[config.mk]
export PLATFORM = sky130hd
export DESIGN_NAME = prdg_fifo
export DESIGN_NICKNAME = d
export VERILOG_FILES = /design/src/rtl/prdg_pkg.sv /design/src/rtl/prdg_fifo.sv
export SDC_FILE = /design/constraint.sdc
export NUM_CORES = 1
export LEC_CHECK = 0
export BUFFER_PORTS_ARGS = -buffer_cell sky130_fd_sc_hd__buf_4
export CAP_MARGIN = 5
export CORE_ASPECT_RATIO = 1.2
export CORE_MARGIN = 4
export CORE_UTILIZATION = 51
export CTS_CLUSTER_SIZE = 12
export DETAILED_ROUTE_END_ITERATION = 7
export GPL_TIMING_DRIVEN = 0
export PLACE_DENSITY_LB_ADDON = 0.08
export SYNTH_ARGS = -nofsm -noshare
export SYNTH_HDL_FRONTEND = slang
export SYNTH_SLANG_ARGS = --single-unit
export TNS_END_PERCENT = 10
[constraint.sdc]
create_clock -name clk -period 3.6 [get_ports clk]
set_input_delay 0.54 -clock clk [delete_from_list [all_inputs] [get_ports clk]]
set_output_delay 0.54 -clock clk [all_outputs]
set_load 0.01 [all_outputs]
[src/rtl/prdg_pkg.sv]
// ----------------------------------------------------------------------------
// prdg_pkg
// Shared constants, register indexes and types of the primary ray generator.
// ----------------------------------------------------------------------------
`default_nettype none

package prdg_pkg;

  // Field widths
  localparam int PIX_W      = 12;
  localparam int DIM_W      = 13;
  localparam int IDX_W      = 24;
  localparam int DIR_W      = 16;
  localparam int CFG_IDX_W  = 3;
  localparam int CFG_DATA_W = 64;

  // Number formats
  localparam int MAX_DIM    = 4096;
  localparam int COEFF_W    = 16;
  localparam int COEFF_FRAC = COEFF_W - 5;
  localparam int DIR_FRAC   = 14;
  localparam int NDC_FRAC   = 16;
  localparam int NDCN_W     = PIX_W + NDC_FRAC + 2;
  localparam int NDC_W      = NDC_FRAC + 2;
  localparam int PROD_W     = COEFF_W + NDC_W;
  localparam int T_W        = PROD_W + 2;
  localparam int NORM_W     = 30;
  localparam int SQ_W       = 2 * NORM_W;
  localparam int SUM_W      = SQ_W + 2;
  localparam int RPROD_W    = 2 * COEFF_W;
  localparam int ACC_W      = RPROD_W + 2;
  localparam int RND_W      = ACC_W - COEFF_FRAC;

  // Restoring divider, used by the NDC mapping and the normalization
  localparam int DIV_NUM_W  = NORM_W + DIR_FRAC + 1;
  localparam int DIV_DEN_W  = SUM_W / 2;
  localparam int DIV_Q_W    = NDC_FRAC + 1;

  // Integer square root
  localparam int SQ_STAGES  = SUM_W / 2;
  localparam int SQ_OUT_W   = SUM_W / 2;

  // Decoupling queue
  localparam int FIFO_DEPTH = 4;
  localparam int FIFO_PTR_W = $clog2(FIFO_DEPTH);

  // Register indexes
  localparam logic [CFG_IDX_W-1:0] REG_WIDTH  = 3'd0;
  localparam logic [CFG_IDX_W-1:0] REG_HEIGHT = 3'd1;
  localparam logic [CFG_IDX_W-1:0] REG_UNP0   = 3'd2;
  localparam logic [CFG_IDX_W-1:0] REG_UNP1   = 3'd3;
  localparam logic [CFG_IDX_W-1:0] REG_UNP2   = 3'd4;
  localparam logic [CFG_IDX_W-1:0] REG_ROT0   = 3'd5;
  localparam logic [CFG_IDX_W-1:0] REG_ROT1   = 3'd6;
  localparam logic [CFG_IDX_W-1:0] REG_ROT2   = 3'd7;

  localparam int N_UNP = 12;
  localparam int N_ROT = 9;

  typedef struct packed {
    logic [N_UNP-1:0][COEFF_W-1:0] unproj;
    logic [N_ROT-1:0][COEFF_W-1:0] rot;
  } coeff_t;

  // One classified pixel word on its way from front to back
  typedef struct packed {
    logic [IDX_W-1:0]  pixel_index;
    logic              degen;
    logic [NDCN_W-1:0] num_x;
    logic [NDCN_W-1:0] num_y;
    logic [DIM_W-1:0]  den_x;
    logic [DIM_W-1:0]  den_y;
  } qword_t;

endpackage

`default_nettype wire

[src/rtl/prdg_fifo.sv]
// ----------------------------------------------------------------------------
// prdg_fifo
// Short queue between the classifying front and the arithmetic back.
// ----------------------------------------------------------------------------
`default_nettype none

module prdg_fifo (
  input  wire logic              clk,
  input  wire logic              rst,
  input  wire logic              push,
  input  wire prdg_pkg::qword_t  din,
  output logic                   full,
  input  wire logic              pop,
  output prdg_pkg::qword_t       dout,
  output logic                   empty
);
  import prdg_pkg::*;

  qword_t                mem [FIFO_DEPTH];
  logic [FIFO_PTR_W-1:0] wr_ptr;
  logic [FIFO_PTR_W-1:0] rd_ptr;
  logic [FIFO_PTR_W:0]   count;
  logic                  do_push;
  logic                  do_pop;

  assign full    = (count == (FIFO_PTR_W + 1)'(FIFO_DEPTH));
  assign empty   = (count == '0);
  assign do_push = push && !full;
  assign do_pop  = pop && !empty;
  assign dout    = mem[rd_ptr];

  always_ff @(posedge clk) begin
    if (do_push) begin
      mem[wr_ptr] <= din;
    end
  end

  always_ff @(posedge clk) begin
    if (rst) begin
      wr_ptr <= '0;
      rd_ptr <= '0;
      count  <= '0;
    end else begin
      if (do_push) wr_ptr <= wr_ptr + 1'b1;
      if (do_pop)  rd_ptr <= rd_ptr + 1'b1;
      count <= count + (FIFO_PTR_W + 1)'(do_push) - (FIFO_PTR_W + 1)'(do_pop);
    end
  end

endmodule

`default_nettype wire

; Yosys cells after proc, flatten, opt, wreduce, memory -nomap -nowiden
; Memory sizes are Yosys's and may differ from the RTL's. A register that Yosys moved wholly into a read port is not among the register bits.
; Index checks and enable logic that the tools add are counted.
[totals]
ff_bits = 7
ramBits = 444
in_bits = 115
out_inout_bits = 113
elab_cells = 18
n_memories = 1
[classes]
n_addsub = 4
eq_ne = 1
mux = 4
n_reduce_logical = 5
[mem_list]
columns = memory, words, width, read_ports, rd_clocked_by_memory_dff, write_ports, line_no
row1 = mem, 4, 111, 1, 1, 1, prdg_fifo.sv:19  ; qword_t mem [FIFO_DEPTH];
[op_table]
columns = operator, n
row1 = "adder 2 x 1 -> 2 bit, second input constant", 2
row2 = 2-to-1 mux 2 bit, 2
row3 = adder 3 x 1 -> 3 bit, 1
row4 = "equality test 3 bit, second input constant", 1
row5 = zero test 3 bit, 1
row6 = subtractor 3 x 1 -> 3 bit, 1
row7 = logical AND 1 bit, 2
row8 = zero test 1 bit, 2
row9 = 2-to-1 mux 1 bit, 2

; Logic depth before layout (Yosys ltp)
[logic_depth]
word_depth = 5
depth_mapped = 10
depth_no_buf = 10

; Least setup slack after synthesis
; Ideal clock, no wire load.
[synth_timing]
kind = input-to-reg
from = in push
to = mem mem[2][0] in the netlist's numbering (enable)
setup_time_ns = 0.483
t_arrival_ns = 3.427
t_required_ns = 3.117
setup_slack_ns = -0.310
cell_stages = 3
path_buffers = 0
path_cell_list = inv_1 > nor2_1 > and2_1
[synth_between]
elab_chain_cells = 3
[synth_rtl]
columns = item, line_no
row1 = start: declaration, prdg_fifo.sv:10  ; input wire logic push,
row2 = logical AND 1 bit, prdg_fifo.sv:28  ; assign do_push = push && !full;
row3 = 2-to-1 mux 1 bit, prdg_fifo.sv:33  ; if (do_push) begin
row4 = 2-to-1 mux 1 bit (implied by the code), prdg_fifo.sv:34  ; mem[wr_ptr] <= din;
row5 = end: declaration, prdg_fifo.sv:19
; Every way passes these cells.

==> results by group <==
Status
  • Status: finished, final reports clean

Logic synthesis
  • Post-synth net total: 752
  • Synth warn: 0
  • Cell count after synthesis: between 600 and 700
  • Cell area after synthesis: approximately 0.016 mm²
  • Post-synthesis sequential area ratio: 82.0%
  • #FFs+latches synth: roughly 450
  • Synth Flop Type: edfxtp_1
  • Post-synth cell types: 24
  • Post-synth EDFFs: 444
  • Ys async rst share: 0%
  • Synth Area per Inst: 26.2 µm²

Clock network
  • Clk slew on worst S/H paths: 0.06 ns
  • Post-CTS setup buffers: 0
  • Post_cts resized: 0
  • CTS tree: built
  • CTS max path bufs: 3
  • Sinks on Clock Net: between 400 and 500
  • Worst-skew pair later-pin latency: 0.53 ns
  • H-tree depth: 2
  • TritonCTS buffer count: 45
  • Root Buffer: clkbuf_16
  • CTS Hold Buffers Added: 0

STA
  • Relative slew slack: around two fifths
  • RSZ-0062 raised after global routing: no
  • Final Hold Fails: 0
  • Final setup viols: 0
  • Fin. max-slew vios: 0
  • WHS: 0.206 ns
  • Worst slew pin tran: 0.925 ns
  • Max Clk Rate: between 300 and 400 MHz
  • Fin Setup TNS: 0 ns
  • Skew final: approximately 0.013 ns
  • Fin crit period: around 2.9 ns
  • Final period util: between 80% and 90%

Route
  • Pre-antenna DRT Iters: 5
  • Residual DRC count: 0
  • Vias per Instance: 5.52
  • ANT nets after route: 0
  • Drt first-iter violations: slightly below 500
  • Wire per inst: 22.9 µm
  • Via count: 7331
  • Total wire length: 30.4 mm

Critical path
  • Crit Path Max Fanout: 10
  • Crit end category: output pin
  • Reg-to-reg startpoint: count[1]
  • Critical Path AT: 2.40 ns
  • Startpoint Class: flip-flop
  • Kind of critical path: flip-flop to output pin
  • CP required: roughly 3 ns

Placed design
  • Dpl hpwl: between 15 and 20 mm
  • Placement Cell Area: ~0.019 mm²
  • PortBufs: ~230
  • Gp weighted congestion: 0.723

Power and ir drop
  • Power Dens Cells: slightly below 700 mW/mm²
  • Static Leak: between 6 and 7 nW
  • Final Power: 0.0138 W
  • Worst vdd ir: ~0.00045 V

Floorplanning
  • I/O pin count: ~230
  • Die Span X: about 170 µm
  • Row Count: 71
  • Full die area: ~0.035 mm²
  • Core Box Area: 0.0316 mm²
  • Die Y: about 200 µm
  • Starting Density: a little over half

GRT
  • GR Overflow Total: 0
  • Initial antenna violation count: 0
  • Tot GR Track Use: ~17%
  • First-pass GRT wire length: approximately 46 mm
  • Pin count of the biggest net entering global routing: between 50 and 60
  • Vias in the first global route: roughly 8000

Final layout
  • Fraction of layout cells with a size suffix above 1: 44.7%
  • Number of antenna diodes: 0
  • Footprint of the multi-input gates: 0.00276 mm²
  • Final nets: ~1000
  • FF+latch area: roughly 0.014 mm²
  • Syn-to-layout area delta: 21.5%
  • Post-Layout Inst Area: about 0.020 mm²
  • Most common cell after layout, fill and taps aside: edfxtp_1
  • Fillers: roughly 2200
  • Most frequent cells in the layout: edfxtp_1 (444), buf_4 (227), mux4_2 (111), clkbuf_16 (45), clkbuf_1 (19)

Min path
  • Worst hold path startpoint: din[39]
  • Tightest Hold Check Type: input port to flip-flop

Run
  • Max-Cap Viols: 0
==> sequential cells by signal (all words and copies together) (netlist names), named ones only <==
signal  count
count       3
mem       444
rd_ptr      2
wr_ptr      2
==> cells in the mapped netlist, types with 2 or more instances <==
| master | n | share of area [%] |
|---|---|---|
| and2_1 | 4 | 0.15 |
| buf_6 | 9 | 0.62 |
| o21ai_0 | 2 | 0.061 |
| a21oi_1 | 2 | 0.061 |
| edfxtp_1 | 444 | 81 |
| dfxtp_1 | 9 | 1.1 |
| nor2_1 | 4 | 0.091 |
| or3_1 | 2 | 0.076 |
| xnor2_1 | 2 | 0.11 |
| inv_1 | 8 | 0.18 |
| clkbuf_1 | 4 | 0.091 |
| mux4_2 | 111 | 15 |
| nand2b_1 | 2 | 0.076 |
| ha_1 | 6 | 0.46 |
| nor2b_1 | 2 | 0.076 |
| buf_2 | 11 | 0.33 |
==> power breakdown <==
| group | leakage, nW | switching, W | internal (W) | total, W |
|---|---|---|---|---|
| registers | 4.14 | 0.000113 | 0.00634 | 0.00645 |
| clock network | 0.592 | 0.00171 | 0.00229 | 0.00400 |
| logic | 1.99 | 0.00159 | 0.00180 | 0.00338 |
| total | 6.72 | 0.00341 | 0.0104 | 0.0138 |
==> logic make-up after synthesis <==
family,after synthesis,synth area share [%]
flops,453,82.0
mux,112,15.2
buf+inv,33,1.27
simple gates,17,0.569
fa+ha+maj,7,0.577
compound gates,5,0.167
xor+xnor,3,0.160
==> worst paths after layout <==
| path | endpoint | cells past startpoint | slack, ns |
|---|---|---|---|
| max | dout[91] | 4 | 0.66 |
| min | mem[0][39] | 1 | 0.21 |
| max reg2reg | mem[3][65] | 4 | 1.11 |
| min reg2reg | flip-flop | 2 | 0.50 |
==> final cells by class <==
| cell class | instances | area share, % |
|---|---|---|
| buffer | 25 | 0.894 |
| clock buffer | 61 | 5.98 |
| clock inverter | 5 | 0.106 |
| inverter | 8 | 0.150 |
| multi-input combinational | 144 | 13.8 |
| sequential | 453 | 67.5 |
| tap | 401 | 2.51 |
| timing repair buffer | 230 | 9.03 |
==> layer usage <==
layer  up-vias  part of all wire [%]  global-route usage, %
met2       216                    54                   30.9
met4         0                   1.8                   4.44
li1       3253                     -                      -
met1      3820                    37                   20.7
met3        42                   7.7                   5.19
met5         -                     0                      0
==> worst max-delay path: stages, from the launching register on <==
cell and delay, ns:
dfxtp_1 0.34, clkbuf_1 0.59, buf_2 0.42, mux4_2 0.36, buf_4 0.17
==> stage by stage <==
stage               setup slack [ns]  instances  util [%]
finish                         0.657       1327      63.3
global route                   0.484       1327      63.3
global placement               -2.34       1257      59.0
detailed placement             0.913       1261      59.4
floorplan                     -0.310        630         -
CTS                            0.530       1327      63.3
Power figures use the tool's default switching activity.
