--- config.mk ---
export PLATFORM = sky130hd
export DESIGN_NAME = prdg_front_flat
export DESIGN_NICKNAME = d
export VERILOG_FILES = /design/src/rtl/prdg_pkg.sv /design/src/rtl/prdg_pixel_if.sv /design/src/rtl/prdg_cfg_if.sv /design/src/rtl/prdg_front.sv /design/src/flat_wrapper.sv
export SDC_FILE = /design/constraint.sdc
export NUM_CORES = 1
export LEC_CHECK = 0
export ABC_AREA = 0
export BUFFER_PORTS_ARGS = -buffer_cell sky130_fd_sc_hd__buf_4
export CORE_MARGIN = 2
export CORE_UTILIZATION = 40
export CTS_CLUSTER_DIAMETER = 100
export CTS_CLUSTER_SIZE = 40
export DETAILED_ROUTE_END_ITERATION = 8
export PLACE_DENSITY = 0.69
export SKIP_LAST_GASP = 1
export SLEW_MARGIN = 20
export SYNTH_ARGS = -nofsm -noshare
export SYNTH_HDL_FRONTEND = slang
export SYNTH_SLANG_ARGS = --single-unit
--- constraint.sdc ---
create_clock -name clk -period 7.9 [get_ports clk]
set_clock_uncertainty 0.1 [all_clocks]
set_input_delay 0.395 -clock clk [delete_from_list [all_inputs] [get_ports clk]]
set_output_delay 0.395 -clock clk [all_outputs]
set_load 0.01 [all_outputs]
--- src/rtl/prdg_pkg.sv ---
// ----------------------------------------------------------------------------
// prdg_pkg
// Shared constants, register indexes and types of the primary ray generator.
// ----------------------------------------------------------------------------
`default_nettype none

package prdg_pkg;

  // Field widths
  localparam int PIX_W      = 12;
  localparam int DIM_W      = 13;
  localparam int IDX_W      = 24;
  localparam int DIR_W      = 16;
  localparam int CFG_IDX_W  = 3;
  localparam int CFG_DATA_W = 64;

  // Number formats
  localparam int MAX_DIM    = 4096;
  localparam int COEFF_W    = 16;
  localparam int COEFF_FRAC = COEFF_W - 5;
  localparam int DIR_FRAC   = 14;
  localparam int NDC_FRAC   = 16;
  localparam int NDCN_W     = PIX_W + NDC_FRAC + 2;
  localparam int NDC_W      = NDC_FRAC + 2;
  localparam int PROD_W     = COEFF_W + NDC_W;
  localparam int T_W        = PROD_W + 2;
  localparam int NORM_W     = 30;
  localparam int SQ_W       = 2 * NORM_W;
  localparam int SUM_W      = SQ_W + 2;
  localparam int RPROD_W    = 2 * COEFF_W;
  localparam int ACC_W      = RPROD_W + 2;
  localparam int RND_W      = ACC_W - COEFF_FRAC;

  // Restoring divider, used by the NDC mapping and the normalization
  localparam int DIV_NUM_W  = NORM_W + DIR_FRAC + 1;
  localparam int DIV_DEN_W  = SUM_W / 2;
  localparam int DIV_Q_W    = NDC_FRAC + 1;

  // Integer square root
  localparam int SQ_STAGES  = SUM_W / 2;
  localparam int SQ_OUT_W   = SUM_W / 2;

  // Decoupling queue
  localparam int FIFO_DEPTH = 4;
  localparam int FIFO_PTR_W = $clog2(FIFO_DEPTH);

  // Register indexes
  localparam logic [CFG_IDX_W-1:0] REG_WIDTH  = 3'd0;
  localparam logic [CFG_IDX_W-1:0] REG_HEIGHT = 3'd1;
  localparam logic [CFG_IDX_W-1:0] REG_UNP0   = 3'd2;
  localparam logic [CFG_IDX_W-1:0] REG_UNP1   = 3'd3;
  localparam logic [CFG_IDX_W-1:0] REG_UNP2   = 3'd4;
  localparam logic [CFG_IDX_W-1:0] REG_ROT0   = 3'd5;
  localparam logic [CFG_IDX_W-1:0] REG_ROT1   = 3'd6;
  localparam logic [CFG_IDX_W-1:0] REG_ROT2   = 3'd7;

  localparam int N_UNP = 12;
  localparam int N_ROT = 9;

  typedef struct packed {
    logic [N_UNP-1:0][COEFF_W-1:0] unproj;
    logic [N_ROT-1:0][COEFF_W-1:0] rot;
  } coeff_t;

  // One classified pixel word on its way from front to back
  typedef struct packed {
    logic [IDX_W-1:0]  pixel_index;
    logic              degen;
    logic [NDCN_W-1:0] num_x;
    logic [NDCN_W-1:0] num_y;
    logic [DIM_W-1:0]  den_x;
    logic [DIM_W-1:0]  den_y;
  } qword_t;

endpackage

`default_nettype wire

--- src/rtl/prdg_pixel_if.sv ---
// ----------------------------------------------------------------------------
// prdg_pixel_if
// Pixel coordinate channel.
// ----------------------------------------------------------------------------
`default_nettype none

interface prdg_pixel_if;
  logic                          valid;
  logic                          ready;
  logic [prdg_pkg::PIX_W-1:0]    pixel_x;
  logic [prdg_pkg::PIX_W-1:0]    pixel_y;

  modport source (output valid, pixel_x, pixel_y, input ready);
  modport sink (input valid, pixel_x, pixel_y, output ready);
endinterface

`default_nettype wire

--- src/rtl/prdg_cfg_if.sv ---
// ----------------------------------------------------------------------------
// prdg_cfg_if
// Configuration register write channel.
// ----------------------------------------------------------------------------
`default_nettype none

interface prdg_cfg_if;
  logic                              valid;
  logic                              ready;
  logic [prdg_pkg::CFG_IDX_W-1:0]    index;
  logic [prdg_pkg::CFG_DATA_W-1:0]   data;

  modport source (output valid, index, data, input ready);
  modport sink (input valid, index, data, output ready);
endinterface

`default_nettype wire

--- src/rtl/prdg_front.sv ---
// ----------------------------------------------------------------------------
// prdg_front
// Holds the configuration registers, accepts pixel words, checks them
// against the viewport and prepares the NDC division operands.
// ----------------------------------------------------------------------------
`default_nettype none

module prdg_front (
  input  wire logic         clk,
  input  wire logic         rst,
  prdg_pixel_if.sink        pix,
  prdg_cfg_if.sink          cfg,
  input  wire logic         full,
  output logic              push,
  output prdg_pkg::qword_t  word,
  output prdg_pkg::coeff_t  coeffs
);
  import prdg_pkg::*;

  logic [DIM_W-1:0]      width;
  logic [DIM_W-1:0]      height;
  logic [CFG_DATA_W-1:0] unp [3];
  logic [CFG_DATA_W-1:0] rot [2];
  logic [COEFF_W-1:0]    rot_last;
  logic [DIM_W-1:0]      w_eff;
  logic [DIM_W-1:0]      h_eff;

  assign cfg.ready = 1'b1;

  always_ff @(posedge clk) begin
    if (rst) begin
      width    <= DIM_W'(1);
      height   <= DIM_W'(1);
      unp[0]   <= '0;
      unp[1]   <= '0;
      unp[2]   <= '0;
      rot[0]   <= '0;
      rot[1]   <= '0;
      rot_last <= '0;
    end else if (cfg.valid) begin
      unique case (cfg.index)
        REG_WIDTH:  width    <= cfg.data[DIM_W-1:0];
        REG_HEIGHT: height   <= cfg.data[DIM_W-1:0];
        REG_UNP0:   unp[0]   <= cfg.data;
        REG_UNP1:   unp[1]   <= cfg.data;
        REG_UNP2:   unp[2]   <= cfg.data;
        REG_ROT0:   rot[0]   <= cfg.data;
        REG_ROT1:   rot[1]   <= cfg.data;
        REG_ROT2:   rot_last <= cfg.data[COEFF_W-1:0];
      endcase
    end
  end

  assign coeffs.unproj = {unp[2], unp[1], unp[0]};
  assign coeffs.rot    = {rot_last, rot[1], rot[0]};

  // clamp oversized viewport
  assign w_eff = (width > DIM_W'(MAX_DIM)) ? DIM_W'(MAX_DIM) : width;
  assign h_eff = (height > DIM_W'(MAX_DIM)) ? DIM_W'(MAX_DIM) : height;

  assign pix.ready = !full;
  assign push      = pix.valid && !full;

  always_comb begin
    word.pixel_index = IDX_W'(pix.pixel_x) + IDX_W'(pix.pixel_y) * IDX_W'(w_eff);
    word.degen       = (w_eff == '0) || (h_eff == '0) ||
                       (DIM_W'(pix.pixel_x) >= w_eff) || (DIM_W'(pix.pixel_y) >= h_eff);
    word.num_x       = NDCN_W'({pix.pixel_x, {(NDC_FRAC + 1){1'b0}}}) + NDCN_W'(w_eff >> 1);
    word.num_y       = NDCN_W'({pix.pixel_y, {(NDC_FRAC + 1){1'b0}}}) + NDCN_W'(h_eff >> 1);
    word.den_x       = w_eff;
    word.den_y       = h_eff;
  end

endmodule

`default_nettype wire

--- src/flat_wrapper.sv ---
// flat-port wrapper written by rule: the top's interface ports become plain ports
module prdg_front_flat import prdg_pkg::*;
  (clk, rst, full, push, word, coeffs, pix_valid, pix_pixel_x, pix_pixel_y, pix_ready, cfg_valid, cfg_index, cfg_data, cfg_ready);
  prdg_pixel_if pix_i ();
  prdg_cfg_if cfg_i ();
  input  wire logic clk;
  input  wire logic rst;
  input  wire logic full;
  output logic push;
  output prdg_pkg::qword_t word;
  output prdg_pkg::coeff_t coeffs;
  input wire logic [$bits(pix_i.valid)-1:0] pix_valid;
  input wire logic [$bits(pix_i.pixel_x)-1:0] pix_pixel_x;
  input wire logic [$bits(pix_i.pixel_y)-1:0] pix_pixel_y;
  output wire logic [$bits(pix_i.ready)-1:0] pix_ready;
  input wire logic [$bits(cfg_i.valid)-1:0] cfg_valid;
  input wire logic [$bits(cfg_i.index)-1:0] cfg_index;
  input wire logic [$bits(cfg_i.data)-1:0] cfg_data;
  output wire logic [$bits(cfg_i.ready)-1:0] cfg_ready;
  assign pix_i.valid = pix_valid;
  assign pix_i.pixel_x = pix_pixel_x;
  assign pix_i.pixel_y = pix_pixel_y;
  assign pix_ready = pix_i.ready;
  assign cfg_i.valid = cfg_valid;
  assign cfg_i.index = cfg_index;
  assign cfg_i.data = cfg_data;
  assign cfg_ready = cfg_i.ready;
  prdg_front u_core (.clk(clk), .rst(rst), .pix(pix_i), .cfg(cfg_i), .full(full), .push(push), .word(word), .coeffs(coeffs));
endmodule
# After elaboration in Yosys (flattened, before gate mapping)
# Memory sizes are Yosys's and may differ from the RTL's.
# Index checks and enable logic that the tools add are counted.
[classes] n_bitwise=5 n_lt_le_gt_ge=4 n_mul=1 muxes=29 n_addsub=3 n_eq_ne=7 n_reduce_logical=11
[ops] operator="$mux W64" count=5
[ops] operator="$add A29 B12 Y30" count=2
[ops] operator="$ge A12 B13 Y1" count=2
[ops] operator="$gt A13 B13 Y1 const B" count=2
[ops] operator="$logic_not A13 Y1" count=2
[ops] operator="$mux W13" count=2
[ops] operator="$add A12 B24 Y24" count=1
[ops] operator="$mul A12 B13 Y24" count=1
[ops] operator="$mux W1" count=22
[ops] operator="$eq A3 B3 Y1 const B" count=4
[ops] operator="$eq A3 B2 Y1 const B" count=2
[ops] operator="$reduce_and A2 Y1" count=3
[ops] operator="$or A1 B1 Y1" count=5
[ops] operator="$eq A3 B1 Y1 const B" count=1
[ops] operator="$logic_not A3 Y1" count=1
[ops] operator="$logic_or A1 B1 Y1" count=3
[ops] operator="$logic_and A1 B1 Y1" count=1
[ops] operator="$logic_not A1 Y1" count=1
[totals] out_inout_bits=450 ram_bits=320 in_bits=96 n_memories=2 ff_bits=42
[mem_list] memory="u_core.unp" depth=3 word_bits=64 rd=3 rd_ports_with_merged_regs=0 wr=3 line="prdg_front.sv:22" source="logic [CFG_DATA_W-1:0] unp [3];"
[mem_list] memory="u_core.rot" depth=2 word_bits=64 rd=2 rd_ports_with_merged_regs=0 wr=2 line="prdg_front.sv:23" source="logic [CFG_DATA_W-1:0] rot [2];"

# Logic depth before layout (Yosys ltp)
[logic_depth] depth_word=6 mapped_depth=22 mapped_depth_nobuf=19

# Worst setup path before layout
# No wires, ideal clock.
[synth_path] path_type="flip-flop to output port" from="reg u_core.width[12]" to="out word[102] (netlist name)" path_stages_with_launch=22 setup_slack_ns=2.110 t_required_ns=7.405 path_buffers=2 arrival_time_ns=5.295 path_cell_list="dfxtp_1 > clkbuf_1 > nor2b_1 > clkbuf_1 > inv_1 > nor2_1 > fa_1 > inv_1 > fa_1 > inv_1 > fa_1 > fa_1 > inv_1 > fa_1 > inv_1 > ha_1 > o211ai_1 > nor3_1 > o31a_1 > o21a_1 > o21a_1 > o311ai_1"
[synth_rtl] element="start: declaration" line="prdg_front.sv:20" source="logic [DIM_W-1:0] width;"
[synth_rtl] element="start signal: assignment" line="prdg_front.sv:42" source="REG_WIDTH: width <= cfg.data[DIM_W-1:0];"
[synth_rtl] element="end: declaration" line="flat_wrapper.sv:10" source="output prdg_pkg::qword_t word;"

==> impl_metrics.tcl <==
set metrics [dict create \
    status "completed" \
    initialDrtViolationCount 832 \
    fillers 4074 \
    antenna_found_initial 4 \
    peakVddDrop_v 0.000221 \
    core-area_um2 46600 \
    synth_adder_area_share 0.189 \
    die_area_um2 48800 \
    critPathSlowestCell "nor2b_1" \
    worst-path-buf-inv 6 \
    wl_per_cell_um 21.7 \
    r2r-end "u_core.width[12]$_SDFFE_PP0P_" \
    crit_path_end_kind "output pin" \
    synth_top_area_frac 0.510 \
    yosysWarnings 0 \
    rows 79 \
    syn_area_per_cell_um2 12.5 \
    tns_ps 0 \
    placed_cell_area_um2 23100 \
    cts_tree "built" \
    grt_pass1_vias 13100 \
    pwr-share-seq 0.547 \
    worstPathRequired_ps 7400 \
    fmax_ghz 0.138 \
    p_switching_mw 1.15 \
    clk_latency_ps 520 \
    swShare 0.278 \
    clkTransAtPathRegs_ps 140 \
    gp_congestion 0.902 \
    cp_common_cell "fa_1" \
    postSynthCellCount 1510 \
    maxCapViolations 0 \
    port_buffers 532 \
    async_flop_share 0 \
    synth_top_family_by_area "adder cells" \
    synth.distinct_cells 53 \
    clockBufferDepth 3 \
    dp_hpwl_mm 42.9 \
    grt_setup_unrepaired "false" \
    root_buffer "clkbuf_16" \
    drt_wl_total_mm 56.0 \
    synthTopCellsByCount "320 x edfxtp_1, 204 x inv_1, 198 x and2_1" \
    start_util 0.405 \
    p_leak_nw 10.5 \
    vias 12700 \
    cts.sinks 362 \
    cp.arrival_ps 6760 \
    fin_crit_ps 7260 \
    slowest_delay_ps 710 \
    grt_max_degree 65 \
    ys_ff_latch 362 \
    yosysSeqAreaShare 0.555 \
    drv_slew 0 \
    min_path_type "primary input to flop" \
    cp.depth 20 \
    final_nets 2273 \
    synth_ff_type "edfxtp_1" \
    post_cts_buffers 0 \
    overflow 0 \
    maxSlewHeadroom 0.271 \
    die_w_um 221 \
    r2r-start "u_core.width[12]$_SDFFE_PP0P_" \
    power_frac_comb 0.216 \
    crit_type "flop to output pin" \
    ant_nets 0 \
    cp_top_family "adder cells" \
    crit_chain "nor2b_1 -> buf_4 -> and2_1 -> fa_1 -> inv_1 -> fa_1 -> inv_1 -> fa_1 -> fa_1 -> inv_1 -> fa_1 -> inv_1 -> ha_1 -> o211ai_1 -> nor3_1 -> nor3_1 -> o221ai_1 -> o21ai_0 -> xnor2_1 -> buf_4" \
    seqCellArea_um2 10500 \
    grt_pass1_wl_mm 83.6 \
    yosysMostFrequentCell "edfxtp_1" \
    avgViaCountPerCell 4.92 \
    drtPass1Iterations 6 \
    multi_input_area_um2 7070 \
    muxShareOfSynthArea 0.000531 \
    synth_area_leader_cell "edfxtp_1" \
    dieHeight_um 221 \
    io_pins 546 \
    synth_edf_count 320 \
    crit_fanout 11 \
    netlist_area_um2 18800 \
    yosys-top-cells-area "edfxtp_1 51%, fa_1 13%, and2_1 6.6%" \
    critical_path.endpoint "word[108]" \
    setup_viol_count_final 0 \
    synthSimpleGateAreaFrac 0.131 \
    grtUsageTotal 0.226 \
    tightest_slew_ps 1090 \
    powerDensity_nw_per_um2 174 \
    post-route-cell-area_um2 23600 \
    min_path_cells 3 \
    crit_path_start_kind "flop" \
    postLayoutCoreUtil 0.508 \
    synth_compound_area_frac 0.0387 \
    area_delta_synth_final_pct 25.5 \
    drc_errors 0 \
    cts_buffers 14 \
    synthXorXnorAreaFrac 0.00930 \
    h-tree-depth 1 \
    drive_gt1_frac 0.295 \
    clock_power_share 0.236 \
    startpoint "u_core.width[12]$_SDFFE_PP0P_" \
    ff2ff_path_depth 3 \
    finalCritPeriodShare 0.918 \
    reg2reg_slack_ps 6560 \
    hold_viol 0 \
    intPower_mw 2.98 \
]
## final cells by class
| type | instances | area share |
|---|---|---|
| Clock inverter | 3 | 0.00323 |
| Inverter | 204 | 0.0324 |
| Antenna cell | 4 | 0.000424 |
| Timing Repair Buffer | 545 | 0.174 |
| Sequential cell | 362 | 0.442 |
| Clock buffer | 21 | 0.0168 |
| Multi-Input combinational cell | 838 | 0.299 |
| Tap cell | 607 | 0.0321 |
## power by group through the flow
stage               Clock (mW)  Combinational (mW)  Sequential (mW)
global placement             0               0.892             2.29
detailed placement           0               0.902             2.30
floorplan                    0               0.360             2.36
finish                   0.974               0.892             2.26
CTS                      0.990               0.905             2.26
global route              1.05               0.971             2.27
## layer usage
metal  up-vias  track usage  wire length, um
met5         -            0                0
met4         0       0.0604             1580
met3        75       0.0543             4220
met2       498        0.394            28400
met1      6369        0.280            21800
li1       5774            -                -
## how the worst min path moves through the flow
stage	startpoint	slack, ps	end
after floorplan	u_core.width[10]$_SDFFE_PP0P_	340	u_core.width[10]$_SDFFE_PP0P_
after global placement	u_core.rot_last[13]$_SDFFE_PP0P_	340	u_core.rot_last[13]$_SDFFE_PP0P_
after detailed placement	u_core.rot_last[9]$_SDFFE_PP0P_	350	u_core.rot_last[9]$_SDFFE_PP0P_
after CTS	cfg_data[14]	1	u_core.rot_last[14]$_SDFFE_PP0P_
after global routing	cfg_data[14]	6	u_core.rot_last[14]$_SDFFE_PP0P_
final	cfg_data[15]	20	u_core.rot_last[15]$_SDFFE_PP0P_
## metrics by stage
stage	setup WS [ps]	power [mW]	hold slack (ps)	instances
final	644	4.12	23.3	2584
after global routing	251	4.29	6.25	2583
after CTS	534	4.15	1.39	2579
after detailed placement	1130	3.20	350	2554
after global placement	1380	3.19	344	2554
after floorplan	2110	2.72	344	1521
## what timing repair did
item                                    4_1_cts  5_1_grt
gates resized for setup                       0        1
hold endpoints to repair                      1        0
endpoints found under the setup margin        0        1
hold buffers                                  1        0
## flip-flops by register name, indices dropped and copies added, names as in the netlist
register and cells:
u_core.height 13, u_core.rot 128, u_core.rot_last 16, u_core.unp 192, u_core.width 13
## cells in the final DEF, fill, tap and decap left out, types with 7 or more instances in the layout
master	synthesis	final
nor2_1	29	28
o21ai_0	11	11
xnor2_1	11	11
fa_1	120	120
inv_1	204	204
xor2_1	9	9
a21o_1	13	12
buf_4	62	543
nor2b_1	18	11
nand2b_1	17	17
nor2b_2	0	7
ha_1	92	92
nand2_1	175	175
a21oi_1	58	58
nor3_1	12	11
dfxtp_1	42	42
and2_1	198	198
edfxtp_1	320	320
clkbuf_16	0	15
conb_1	2	13
## worst min-delay path, delay by kind of cell
| kind | cells | cell delay (ps) |
|---|---|---|
| compound gates | 1 | 50 |
| buf+inv | 1 | 130 |
| simple gates | 1 | 50 |
## logic make-up after synthesis
logic type,after synthesis
other,2
muxes,1
buffers and inverters,321
and+or+nand+nor,475
AOI/OAI and AO/OA,117
adders and majority gates,212
DFF,362
xor gates and xnor gates,20
(Power assumes the default switching activity.)
